$ cat config.mk
export PLATFORM = sky130hd
export DESIGN_NAME = go_to_goal_heading_controller_flat
export DESIGN_NICKNAME = d
export VERILOG_FILES = /design/src/hdl/ggh_pkg.sv /design/src/hdl/ggh_if.sv /design/src/hdl/go_to_goal_heading_controller.sv /design/src/flat_wrapper.sv
export VERILOG_INCLUDE_DIRS = /design/src /design/src/hdl
export SDC_FILE = /design/constraint.sdc
export NUM_CORES = 2
export LEC_CHECK = 0
export BUFFER_PORTS_ARGS = -buffer_cell sky130_fd_sc_hd__buf_2
export CELL_PAD_IN_SITES_DETAIL_PLACEMENT = 0
export CELL_PAD_IN_SITES_GLOBAL_PLACEMENT = 2
export CORE_UTILIZATION = 38
export CTS_CLUSTER_DIAMETER = 30
export DETAILED_ROUTE_END_ITERATION = 7
export GPL_ROUTABILITY_DRIVEN = 0
export PLACE_DENSITY_LB_ADDON = 0.05
export SLEW_MARGIN = 20
export SYNTH_ARGS = -nofsm -noshare
export SYNTH_HDL_FRONTEND = slang
export SYNTH_SLANG_ARGS = --single-unit
$ cat constraint.sdc
create_clock -name clk -period 11.1 [get_ports clk]
set_input_delay 1.665 -clock clk [delete_from_list [all_inputs] [get_ports clk]]
set_output_delay 1.665 -clock clk [all_outputs]
set_load 0.01 [all_outputs]
$ cat src/hdl/go_to_goal_heading_controller_defines.svh
// Assertion macros for the go-to-goal heading controller.
// They sample on clk and are disabled while rst is high.
`ifndef GO_TO_GOAL_HEADING_CONTROLLER_DEFINES_SVH
`define GO_TO_GOAL_HEADING_CONTROLLER_DEFINES_SVH

// Same-cycle implication.
`define GGH_ASSERT_IMPL(name, ante, cons, msg) \
  name: assert property (@(posedge clk) disable iff (rst) (ante) |-> (cons)) \
    else $error(msg);

// Next-cycle implication.
`define GGH_ASSERT_NEXT(name, ante, cons, msg) \
  name: assert property (@(posedge clk) disable iff (rst) (ante) |=> (cons)) \
    else $error(msg);

`endif

$ cat src/hdl/ggh_pkg.sv
`timescale 1ns / 1ps

package ggh_pkg;

  localparam int POS_W      = 24;
  localparam int HDG_W      = 16;
  localparam int LIN_W      = 13;
  localparam int ANG_CMD_W  = 14;
  localparam int MODE_W     = 2;
  localparam int CFG_IDX_W  = 3;
  localparam int CFG_DATA_W = 24;
  localparam int YAW_TOL_W  = 15;
  localparam int POS_TOL_W  = 23;
  localparam int RATE_W     = 13;

  localparam int DIFF_W = POS_W + 1;
  localparam int XY_W   = 36;
  localparam int Z_W    = 25;
  localparam int BRG_W  = Z_W - 7;
  localparam int ERR_W  = 20;
  localparam int PROD_W = 2 * DIFF_W;
  localparam int SQ_W   = PROD_W - 1;
  localparam int D2_W   = PROD_W;

  localparam int MAX_ITER   = 24;
  localparam int ATAN_IDX_W = $clog2(MAX_ITER);

  localparam logic signed [Z_W-1:0]   Q20_PI     = 25'sd3294199;
  localparam logic signed [Z_W-1:0]   Z_ROUND    = 25'sd64;
  localparam logic signed [ERR_W-1:0] ERR_PI     = 20'sd25736;
  localparam logic signed [ERR_W-1:0] ERR_NEG_PI = -20'sd25736;
  localparam logic signed [ERR_W-1:0] ERR_TWO_PI = 20'sd51472;

  typedef enum logic [MODE_W-1:0] {
    MODE_HEADING  = 2'd0,
    MODE_STRAIGHT = 2'd1,
    MODE_DONE     = 2'd2
  } mode_t;

  localparam logic [CFG_IDX_W-1:0] CFG_GOAL_X      = 3'd0;
  localparam logic [CFG_IDX_W-1:0] CFG_GOAL_Y      = 3'd1;
  localparam logic [CFG_IDX_W-1:0] CFG_YAW_TOL     = 3'd2;
  localparam logic [CFG_IDX_W-1:0] CFG_POS_TOL     = 3'd3;
  localparam logic [CFG_IDX_W-1:0] CFG_TURN_RATE   = 3'd4;
  localparam logic [CFG_IDX_W-1:0] CFG_DRIVE_SPEED = 3'd5;

  localparam logic [YAW_TOL_W-1:0] YAW_TOL_RESET = 15'd286;
  localparam logic [POS_TOL_W-1:0] POS_TOL_RESET = 23'd819;
  localparam logic [RATE_W-1:0]    RATE_RESET    = 13'd1229;

  // atan(2^-i) in Q20, rounded to nearest
  function automatic logic signed [Z_W-1:0] atan_q20(input logic [ATAN_IDX_W-1:0] i);
    logic signed [Z_W-1:0] r;
    case (i)
      5'd0:    r = 25'sd823550;
      5'd1:    r = 25'sd486170;
      5'd2:    r = 25'sd256879;
      5'd3:    r = 25'sd130396;
      5'd4:    r = 25'sd65451;
      5'd5:    r = 25'sd32757;
      5'd6:    r = 25'sd16383;
      5'd7:    r = 25'sd8192;
      5'd8:    r = 25'sd4096;
      5'd9:    r = 25'sd2048;
      5'd10:   r = 25'sd1024;
      5'd11:   r = 25'sd512;
      5'd12:   r = 25'sd256;
      5'd13:   r = 25'sd128;
      5'd14:   r = 25'sd64;
      5'd15:   r = 25'sd32;
      5'd16:   r = 25'sd16;
      5'd17:   r = 25'sd8;
      5'd18:   r = 25'sd4;
      5'd19:   r = 25'sd2;
      5'd20:   r = 25'sd1;
      default: r = '0;
    endcase
    return r;
  endfunction

endpackage

$ cat src/hdl/ggh_if.sv
`timescale 1ns / 1ps

interface ggh_odom_if;
  import ggh_pkg::*;
  logic                     valid;
  logic                     ready;
  logic signed [POS_W-1:0]  pos_x;
  logic signed [POS_W-1:0]  pos_y;
  logic signed [HDG_W-1:0]  heading;

  modport source (output valid, pos_x, pos_y, heading, input ready);
  modport sink (input valid, pos_x, pos_y, heading, output ready);
endinterface

interface ggh_cmd_if;
  import ggh_pkg::*;
  logic                        valid;
  logic                        ready;
  logic [LIN_W-1:0]            linear_cmd;
  logic signed [ANG_CMD_W-1:0] angular_cmd;
  logic [MODE_W-1:0]           mode;

  modport source (output valid, linear_cmd, angular_cmd, mode, input ready);
  modport sink (input valid, linear_cmd, angular_cmd, mode, output ready);
endinterface

$ cat src/hdl/go_to_goal_heading_controller.sv
`timescale 1ns / 1ps
// Go-to-goal heading controller.
// odom (sink): one odometry sample per transfer (pos_x, pos_y Q12, heading Q13).
// cmd (source): one command per sample (linear_cmd, angular_cmd Q12, mode).
// Configuration: cfg_write, cfg_index, cfg_data write goal, tolerances and speeds;
// write only while no sample is in flight.
// Each sample runs a vectoring CORDIC on one shared add/shift datapath, one
// micro-rotation per cycle, then squares the distances on one shared multiplier.
// From the odom transfer a sample passes the load, CORDIC, error, squaring, decide
// and output states before cmd valid (load goes straight to output once done mode
// is reached); CORDIC_ITERATIONS sets the number of micro-rotations. A new sample
// is taken only after the result is loaded, so none is accepted mid-computation.
// The result sits in an output register: while the receiver stalls, the next
// sample is still taken and processed, and it waits only to load its result.
// Synchronous reset returns to heading mode with a zero held command, restores
// the default registers and drops any pending result.
module go_to_goal_heading_controller #(
  parameter int CORDIC_ITERATIONS = 16
) (
  input  logic                             clk,
  input  logic                             rst,
  input  logic                             cfg_write,
  input  logic [ggh_pkg::CFG_IDX_W-1:0]    cfg_index,
  input  logic [ggh_pkg::CFG_DATA_W-1:0]   cfg_data,
  ggh_odom_if.sink                         odom,
  ggh_cmd_if.source                        cmd
);
  import ggh_pkg::*;

  localparam int ITER_W = $clog2(CORDIC_ITERATIONS);
  localparam logic [ITER_W-1:0] ITER_LAST = ITER_W'(CORDIC_ITERATIONS - 1);

  typedef enum logic [3:0] {
    S_IDLE, S_LOAD, S_CORDIC, S_ERROR, S_SQ_X, S_SQ_Y, S_SQ_T, S_DECIDE, S_OUT
  } state_t;

  state_t state;

  logic signed [POS_W-1:0]     goal_x;
  logic signed [POS_W-1:0]     goal_y;
  logic [YAW_TOL_W-1:0]        yaw_tolerance;
  logic [POS_TOL_W-1:0]        position_tolerance;
  logic [RATE_W-1:0]           turn_rate;
  logic [RATE_W-1:0]           drive_speed;

  mode_t                       control_mode;
  logic [LIN_W-1:0]            held_linear;
  logic signed [ANG_CMD_W-1:0] held_angular;

  logic signed [POS_W-1:0]     px;
  logic signed [POS_W-1:0]     py;
  logic signed [HDG_W-1:0]     hd;
  logic signed [DIFF_W-1:0]    dx;
  logic signed [DIFF_W-1:0]    dy;
  logic signed [XY_W-1:0]      x;
  logic signed [XY_W-1:0]      y;
  logic signed [Z_W-1:0]       z;
  logic [ITER_W-1:0]           iter;
  logic                        on_goal;
  logic signed [ERR_W-1:0]     err;
  logic [D2_W-1:0]             d2;
  logic [SQ_W-1:0]             t2;

  logic                        out_valid;
  logic [LIN_W-1:0]            out_linear;
  logic signed [ANG_CMD_W-1:0] out_angular;
  logic [MODE_W-1:0]           out_mode;

  logic signed [DIFF_W-1:0]    dx_c;
  logic signed [DIFF_W-1:0]    dy_c;
  logic signed [XY_W-1:0]      x_pre;
  logic signed [XY_W-1:0]      y_pre;
  logic signed [XY_W-1:0]      x_sh;
  logic signed [XY_W-1:0]      y_sh;
  logic signed [Z_W-1:0]       atan_i;
  logic signed [Z_W-1:0]       z_round;
  logic signed [BRG_W-1:0]     bearing;
  logic signed [ERR_W-1:0]     err_raw;
  logic signed [ERR_W-1:0]     err_wrap;
  logic [ERR_W-1:0]            err_abs;
  logic                        off;
  logic signed [DIFF_W-1:0]    mul_a;
  logic signed [PROD_W-1:0]    mul_p;

  assign dx_c  = {goal_x[POS_W-1], goal_x} - {px[POS_W-1], px};
  assign dy_c  = {goal_y[POS_W-1], goal_y} - {py[POS_W-1], py};
  assign x_pre = {{(XY_W-DIFF_W-8){dx_c[DIFF_W-1]}}, dx_c, 8'b0};
  assign y_pre = {{(XY_W-DIFF_W-8){dy_c[DIFF_W-1]}}, dy_c, 8'b0};

  assign x_sh   = x >>> iter;
  assign y_sh   = y >>> iter;
  assign atan_i = atan_q20(ATAN_IDX_W'(iter));

  assign z_round = z + Z_ROUND;
  assign bearing = on_goal ? '0 : z_round[Z_W-1:7];
  assign err_raw = {{(ERR_W-BRG_W){bearing[BRG_W-1]}}, bearing}
                 - {{(ERR_W-HDG_W){hd[HDG_W-1]}}, hd};

  always_comb begin
    if (err_raw > ERR_PI) begin
      err_wrap = err_raw - ERR_TWO_PI;
    end else if (err_raw < ERR_NEG_PI) begin
      err_wrap = err_raw + ERR_TWO_PI;
    end else begin
      err_wrap = err_raw;
    end
  end

  assign err_abs = err[ERR_W-1] ? ERR_W'(-err) : ERR_W'(err);
  assign off     = err_abs > {{(ERR_W-YAW_TOL_W){1'b0}}, yaw_tolerance};

  always_comb begin
    case (state)
      S_SQ_Y:  mul_a = dy;
      S_SQ_T:  mul_a = {{(DIFF_W-POS_TOL_W){1'b0}}, position_tolerance};
      default: mul_a = dx;
    endcase
  end

  assign mul_p = mul_a * mul_a;

  always_ff @(posedge clk) begin
    if (rst) begin
      goal_x             <= '0;
      goal_y             <= '0;
      yaw_tolerance      <= YAW_TOL_RESET;
      position_tolerance <= POS_TOL_RESET;
      turn_rate          <= RATE_RESET;
      drive_speed        <= RATE_RESET;
    end else if (cfg_write) begin
      case (cfg_index)
        CFG_GOAL_X:      goal_x             <= cfg_data;
        CFG_GOAL_Y:      goal_y             <= cfg_data;
        CFG_YAW_TOL:     yaw_tolerance      <= cfg_data[YAW_TOL_W-1:0];
        CFG_POS_TOL:     position_tolerance <= cfg_data[POS_TOL_W-1:0];
        CFG_TURN_RATE:   turn_rate          <= cfg_data[RATE_W-1:0];
        CFG_DRIVE_SPEED: drive_speed        <= cfg_data[RATE_W-1:0];
        default: ;
      endcase
    end
  end

  always_ff @(posedge clk) begin
    if (rst) begin
      state        <= S_IDLE;
      control_mode <= MODE_HEADING;
      held_linear  <= '0;
      held_angular <= '0;
      out_valid    <= 1'b0;
    end else begin
      if (out_valid && cmd.ready && state != S_OUT) begin
        out_valid <= 1'b0;
      end
      case (state)
        S_IDLE: begin
          if (odom.valid) begin
            px    <= odom.pos_x;
            py    <= odom.pos_y;
            hd    <= odom.heading;
            state <= S_LOAD;
          end
        end
        S_LOAD: begin
          dx      <= dx_c;
          dy      <= dy_c;
          on_goal <= (dx_c == '0) && (dy_c == '0);
          iter    <= '0;
          if (dx_c[DIFF_W-1]) begin
            x <= -x_pre;
            y <= -y_pre;
            z <= dy_c[DIFF_W-1] ? -Q20_PI : Q20_PI;
          end else begin
            x <= x_pre;
            y <= y_pre;
            z <= '0;
          end
          if (control_mode == MODE_DONE) begin
            held_linear  <= '0;
            held_angular <= '0;
            state        <= S_OUT;
          end else begin
            state <= S_CORDIC;
          end
        end
        S_CORDIC: begin
          if (!y[XY_W-1]) begin
            x <= x + y_sh;
            y <= y - x_sh;
            z <= z + atan_i;
          end else begin
            x <= x - y_sh;
            y <= y + x_sh;
            z <= z - atan_i;
          end
          iter <= iter + 1'b1;
          if (iter == ITER_LAST) begin
            state <= S_ERROR;
          end
        end
        S_ERROR: begin
          err   <= err_wrap;
          state <= S_SQ_X;
        end
        S_SQ_X: begin
          d2    <= {1'b0, mul_p[SQ_W-1:0]};
          state <= S_SQ_Y;
        end
        S_SQ_Y: begin
          d2    <= d2 + {1'b0, mul_p[SQ_W-1:0]};
          state <= S_SQ_T;
        end
        S_SQ_T: begin
          t2    <= mul_p[SQ_W-1:0];
          state <= S_DECIDE;
        end
        S_DECIDE: begin
          if (control_mode == MODE_HEADING) begin
            held_linear <= '0;
            if (off) begin
              held_angular <= (err > 0) ? -$signed({1'b0, turn_rate})
                                        : $signed({1'b0, turn_rate});
            end else begin
              held_angular <= '0;
              control_mode <= MODE_STRAIGHT;
            end
          end else begin
            if (d2 > {1'b0, t2}) begin
              held_linear  <= drive_speed;
              held_angular <= '0;
              if (off) begin
                control_mode <= MODE_HEADING;
              end
            end else begin
              control_mode <= off ? MODE_HEADING : MODE_DONE;
            end
          end
          state <= S_OUT;
        end
        S_OUT: begin
          if (!out_valid || cmd.ready) begin
            out_valid   <= 1'b1;
            out_linear  <= held_linear;
            out_angular <= held_angular;
            out_mode    <= control_mode;
            state       <= S_IDLE;
          end
        end
        default: state <= S_IDLE;
      endcase
    end
  end

  assign odom.ready      = (state == S_IDLE);
  assign cmd.valid       = out_valid;
  assign cmd.linear_cmd  = out_linear;
  assign cmd.angular_cmd = out_angular;
  assign cmd.mode        = out_mode;

`include "go_to_goal_heading_controller_defines.svh"

  `GGH_ASSERT_NEXT(a_busy_after_transfer, odom.valid && odom.ready, !odom.ready, "sample taken while busy")
  `GGH_ASSERT_NEXT(a_done_sticky, control_mode == MODE_DONE, control_mode == MODE_DONE, "left done mode")
  `GGH_ASSERT_IMPL(a_straight_no_turn, cmd.valid && cmd.mode == MODE_STRAIGHT, cmd.angular_cmd == 0, "turn in straight mode")

endmodule

$ cat src/flat_wrapper.sv
// flat-port wrapper written by rule: the top's interface ports become plain ports
module go_to_goal_heading_controller_flat import ggh_pkg::*;
#(
  parameter int CORDIC_ITERATIONS = 16
)
  (clk, rst, cfg_write, cfg_index, cfg_data, odom_valid, odom_pos_x, odom_pos_y, odom_heading, odom_ready, cmd_valid, cmd_linear_cmd, cmd_angular_cmd, cmd_mode, cmd_ready);
  ggh_odom_if odom_i ();
  ggh_cmd_if cmd_i ();
  input  logic clk;
  input  logic rst;
  input  logic cfg_write;
  input  logic [ggh_pkg::CFG_IDX_W-1:0] cfg_index;
  input  logic [ggh_pkg::CFG_DATA_W-1:0] cfg_data;
  input wire logic [$bits(odom_i.valid)-1:0] odom_valid;
  input wire logic [$bits(odom_i.pos_x)-1:0] odom_pos_x;
  input wire logic [$bits(odom_i.pos_y)-1:0] odom_pos_y;
  input wire logic [$bits(odom_i.heading)-1:0] odom_heading;
  output wire logic [$bits(odom_i.ready)-1:0] odom_ready;
  output wire logic [$bits(cmd_i.valid)-1:0] cmd_valid;
  output wire logic [$bits(cmd_i.linear_cmd)-1:0] cmd_linear_cmd;
  output wire logic [$bits(cmd_i.angular_cmd)-1:0] cmd_angular_cmd;
  output wire logic [$bits(cmd_i.mode)-1:0] cmd_mode;
  input wire logic [$bits(cmd_i.ready)-1:0] cmd_ready;
  assign odom_i.valid = odom_valid;
  assign odom_i.pos_x = odom_pos_x;
  assign odom_i.pos_y = odom_pos_y;
  assign odom_i.heading = odom_heading;
  assign odom_ready = odom_i.ready;
  assign cmd_valid = cmd_i.valid;
  assign cmd_linear_cmd = cmd_i.linear_cmd;
  assign cmd_angular_cmd = cmd_i.angular_cmd;
  assign cmd_mode = cmd_i.mode;
  assign cmd_i.ready = cmd_ready;
  go_to_goal_heading_controller #(.CORDIC_ITERATIONS(CORDIC_ITERATIONS)) u_core (.clk(clk), .rst(rst), .cfg_write(cfg_write), .cfg_index(cfg_index), .cfg_data(cfg_data), .odom(odom_i), .cmd(cmd_i));
endmodule
==> impl_results.html <==
<table>
<tr><th>Metric</th><th>Value</th></tr>
<tr><th colspan="2">Status</th></tr>
<tr><td>Run status</td><td>finished, final reports clean</td></tr>
<tr><th colspan="2">Worst setup path</th></tr>
<tr><td>Slowest cell delay on critical path</td><td>0.56 ns</td></tr>
<tr><td>Worst reg2reg setup slack</td><td>0.57 ns</td></tr>
<tr><td>Type of destination of the critical path</td><td>flop</td></tr>
<tr><td>Path type of the worst setup path</td><td>reg -&gt; reg</td></tr>
<tr><td>Worst-path fanout max</td><td>10</td></tr>
<tr><td>Worst flop-to-flop path endpoint</td><td>u_core.d2[47]</td></tr>
<tr><td>Kind of launch point of the worst setup path</td><td>flop</td></tr>
<tr><td>Path depth of the worst reg2reg path</td><td>47</td></tr>
<tr><td>Crit-path slowest cell</td><td>fa_1</td></tr>
<tr><td>Reg-to-reg critical path startpoint</td><td>u_core.state[2]</td></tr>
<tr><td>Required time at the endpoint of the critical path</td><td>11.56 ns</td></tr>
<tr><td>Data arrival time at the worst-slack endpoint</td><td>10.99 ns</td></tr>
<tr><th colspan="2">Logic synthesis</th></tr>
<tr><td>Synth warn</td><td>0</td></tr>
<tr><td>Synth top cells by count</td><td>inv_1 (1004), nand2_1 (672), fa_1 (607)</td></tr>
<tr><td>EDFF count, synth</td><td>363</td></tr>
<tr><td>Cell accounting for the most synthesized area</td><td>fa_1</td></tr>
<tr><td>Synthesized instance count</td><td>6393</td></tr>
<tr><td>Fraction of post-synthesis cell area in the top cell type by area</td><td>0.205</td></tr>
<tr><td>Synth unique cells</td><td>107</td></tr>
<tr><td>Syn Std Cell Area</td><td>59200 sq um</td></tr>
<tr><td>Register bit total from synthesis</td><td>529</td></tr>
<tr><td>Cell types with the largest area share after synthesis</td><td>fa_1 (21%), edfxtp_1 (18%), ha_1 (9.3%)</td></tr>
<tr><td>Syn_area_per_cell</td><td>9.26 sq um</td></tr>
<tr><td>Share of synthesized flip-flops with an asynchronous set or reset</td><td>0</td></tr>
<tr><td>Top flip-flop cell by instance count after synthesis</td><td>edfxtp_1</td></tr>
<tr><td>Syn_nets</td><td>7534</td></tr>
<tr><td>Portion of the post-synthesis area used by sequential elements</td><td>0.240</td></tr>
<tr><td>Most frequent cell after synthesis</td><td>inv_1</td></tr>
<tr><th colspan="2">Global routing</th></tr>
<tr><td>Number of global-route vias before repair</td><td>46749</td></tr>
<tr><td>Global-route wire length before repair</td><td>286000 um</td></tr>
<tr><td>Total routing usage reported by global routing</td><td>0.237</td></tr>
<tr><td>GR Overflow Total</td><td>0</td></tr>
<tr><td>Initial antenna violation count</td><td>2</td></tr>
<tr><td>Largest net degree at the start of global routing</td><td>72</td></tr>
<tr><th colspan="2">STA</th></tr>
<tr><td>Period utilisation layout</td><td>0.949</td></tr>
<tr><td>Final min period</td><td>10.53 ns</td></tr>
<tr><td>Final count of negative-setup-slack endpoints</td><td>0</td></tr>
<tr><td>Worst slew margin</td><td>0.248</td></tr>
<tr><td>Max-slew violation total from the final report</td><td>0</td></tr>
<tr><td>Worst-margin pin slew</td><td>1.13 ns</td></tr>
<tr><td>Setup clock skew after layout</td><td>0.0864 ns</td></tr>
<tr><td>Endpoints failing hold</td><td>0</td></tr>
<tr><td>Max Freq</td><td>95.0 MHz</td></tr>
<tr><td>Setup ws final</td><td>0.570 ns</td></tr>
<tr><th colspan="2">CTS</th></tr>
<tr><td>CTS Buf Count</td><td>165</td></tr>
<tr><td>CTS Hold Buffers Added</td><td>0</td></tr>
<tr><td>Clock transition at the register clock pins on the worst setup and hold paths after CTS</td><td>0.05 ns</td></tr>
<tr><td>Root buf cell</td><td>clkbuf_16</td></tr>
<tr><td>CTS H-tree lvls</td><td>4</td></tr>
<tr><td>Sinks on the clock net</td><td>529</td></tr>
<tr><td>Worst skew pair latency</td><td>0.83 ns</td></tr>
<tr><td>Longest Clk Path Bufs</td><td>3</td></tr>
<tr><td>TritonCTS clock tree</td><td>built</td></tr>
<tr><th colspan="2">Place</th></tr>
<tr><td>Detailed-placement wirelength estimate</td><td>151000 um</td></tr>
<tr><td>Number of buffer cells added on primary ports</td><td>126</td></tr>
<tr><td>Worst Setup Slack post-DPL</td><td>0.202 ns</td></tr>
<tr><td>Placed instance count</td><td>8483</td></tr>
<tr><th colspan="2">Route</th></tr>
<tr><td>Uppermost metal layer occupied by signal nets</td><td>met4</td></tr>
<tr><td>Residual DRC</td><td>0</td></tr>
<tr><td>Detailed router's first-iteration violation count</td><td>2551</td></tr>
<tr><td>Metal1 wirelength</td><td>86900 um</td></tr>
<tr><td>Aggregate routed wire length</td><td>187000 um</td></tr>
<tr><td>Average detailed-routed wire length per instance</td><td>21.2 um</td></tr>
<tr><td>Total number of vias</td><td>45408</td></tr>
<tr><td>Met2 wire length</td><td>88700 um</td></tr>
<tr><td>Average vias per placed instance</td><td>5.15</td></tr>
<tr><td>Post-detailed-route count of antenna-violating nets</td><td>0</td></tr>
<tr><td>Routed met3 length</td><td>6160 um</td></tr>
<tr><td>First-pass iteration count of the detailed router</td><td>7</td></tr>
<tr><th colspan="2">Run</th></tr>
<tr><td>Maximum capacitance violations</td><td>0</td></tr>
<tr><th colspan="2">Cells and area</th></tr>
<tr><td>Final Instance Count excl. Fillers</td><td>8812</td></tr>
<tr><td>Final design utilization</td><td>0.445</td></tr>
<tr><td>Area delta synth-&gt;final</td><td>16.1%</td></tr>
<tr><td>Ratio of cells with drive above 1 in the final layout</td><td>0.114</td></tr>
<tr><td>Net count reported at finish</td><td>7763</td></tr>
<tr><td>Filler Cell Count</td><td>15259</td></tr>
<tr><th colspan="2">Floorplan</th></tr>
<tr><td>Die height</td><td>397 um</td></tr>
<tr><td>Area inside the core boundary</td><td>154000 sq um</td></tr>
<tr><td>Initial Util</td><td>0.383</td></tr>
<tr><td>Count of boundary I/O pins</td><td>127</td></tr>
<tr><td>X dimension of the die</td><td>397 um</td></tr>
<tr><td>Die Outline Area</td><td>157000 sq um</td></tr>
<tr><td>Row count</td><td>144</td></tr>
<tr><th colspan="2">Worst hold path</th></tr>
<tr><td>Min-delay src</td><td>u_core.held_angular[9]</td></tr>
<tr><td>Terminating pin of the worst hold path</td><td>u_core.cmd.angular_cmd[9]</td></tr>
<tr><td>Hold Crit Depth</td><td>0</td></tr>
<tr><td>Class of the worst hold path</td><td>reg -&gt; reg</td></tr>
</table>
-- worst max-delay path: cells and delay by family, from the launching register on --
kind                     cells  cell delay [ns]
adder cells (fa/ha/maj)      9             4.05
AO/OA/AOI/OAI               15             3.01
buffers and inverters       14             1.73
AND/OR/NAND/NOR              7             0.58
XOR/XNOR                     2             0.47
flip-flops                   1             0.30
-- layout make-up --
class / instances / area (sq um) / share of cell area
sequential: 529 / 14200 / 0.207
timing repair buffer: 303 / 2090 / 0.0304
antenna: 1 / 2.50 / 0.0000364
inverter: 1011 / 3800 / 0.0553
clock inverter: 112 / 1300 / 0.0189
clock buffer: 200 / 4370 / 0.0636
multi-input combinational: 4612 / 40400 / 0.587
tap: 2044 / 2560 / 0.0372
-- cells by family after synthesis --
| group | after synthesis | share of synthesized area |
|---|---|---|
| multiplexers | 170 | 0.0465 |
| AO/OA/AOI/OAI | 1313 | 0.142 |
| buffers and inverters | 1252 | 0.0818 |
| adder cells (fa/ha/maj) | 1045 | 0.298 |
| flip-flops | 529 | 0.240 |
| XOR/XNOR | 410 | 0.0607 |
| AND/OR/NAND/NOR | 1674 | 0.131 |
-- flip-flops by register name, summed over array words and instances, names as in the netlist, 25 cells and up --
name       cells
u_core.t2     48
u_core.dx     25
u_core.y      36
u_core.z      25
u_core.d2     50
u_core.x      36
u_core.dy     25
-- per-stage QoR --
stage / area, sq um / hold slack, ns / TNS, ns
floorplan: 59200 / 0.401 / 0
global placement: 62700 / 0.412 / 0
detailed placement: 62700 / 0.416 / 0
CTS: 68400 / 0.430 / 0
global route: 68700 / 0.442 / -0.0256
finish: 68700 / 0.428 / 0
-- worst max path at each step --
stage               cells after the start            end            start
finish                                 47  u_core.d2[47]  u_core.state[2]
global route                           46  u_core.d2[47]  u_core.state[2]
detailed placement                     46  u_core.d2[47]  u_core.state[2]
floorplan                              46  u_core.d2[48]  u_core.state[3]
global placement                       46  u_core.d2[47]  u_core.state[2]
CTS                                    46  u_core.d2[47]  u_core.state[2]
-- layer usage --
| metal | track usage | vias up |
|---|---|---|
| met5 | 0 | - |
| met4 | 0.0723 | 0 |
| met3 | 0.0291 | 238 |
| met2 | 0.396 | 864 |
| met1 | 0.321 | 22216 |
| li1 | - | 22090 |
-- cells in the final DEF, fill, tap and decap left out, types with 138 or more instances in the layout --
cell / Yosys / final
inv_1: 1004 / 999
nand2_1: 672 / 671
fa_1: 607 / 607
ha_1: 438 / 438
a21oi_1: 439 / 435
nor2_1: 431 / 423
edfxtp_1: 363 / 363
xnor2_1: 271 / 269
o21ai_0: 258 / 257
buf_4: 8 / 167
clkbuf_16: 0 / 165
dfxtp_1: 166 / 164
a21o_1: 152 / 152
xor2_1: 139 / 138
-- timing repair --
action | 4_1_cts | 5_1_grt
buffers inserted | 0 | 15
setup endpoints to repair | 0 | 8
resized for setup | 0 | 35
Power is not shown: default switching activity piles up to over one toggle a cycle in this logic, so the estimate is an artifact.
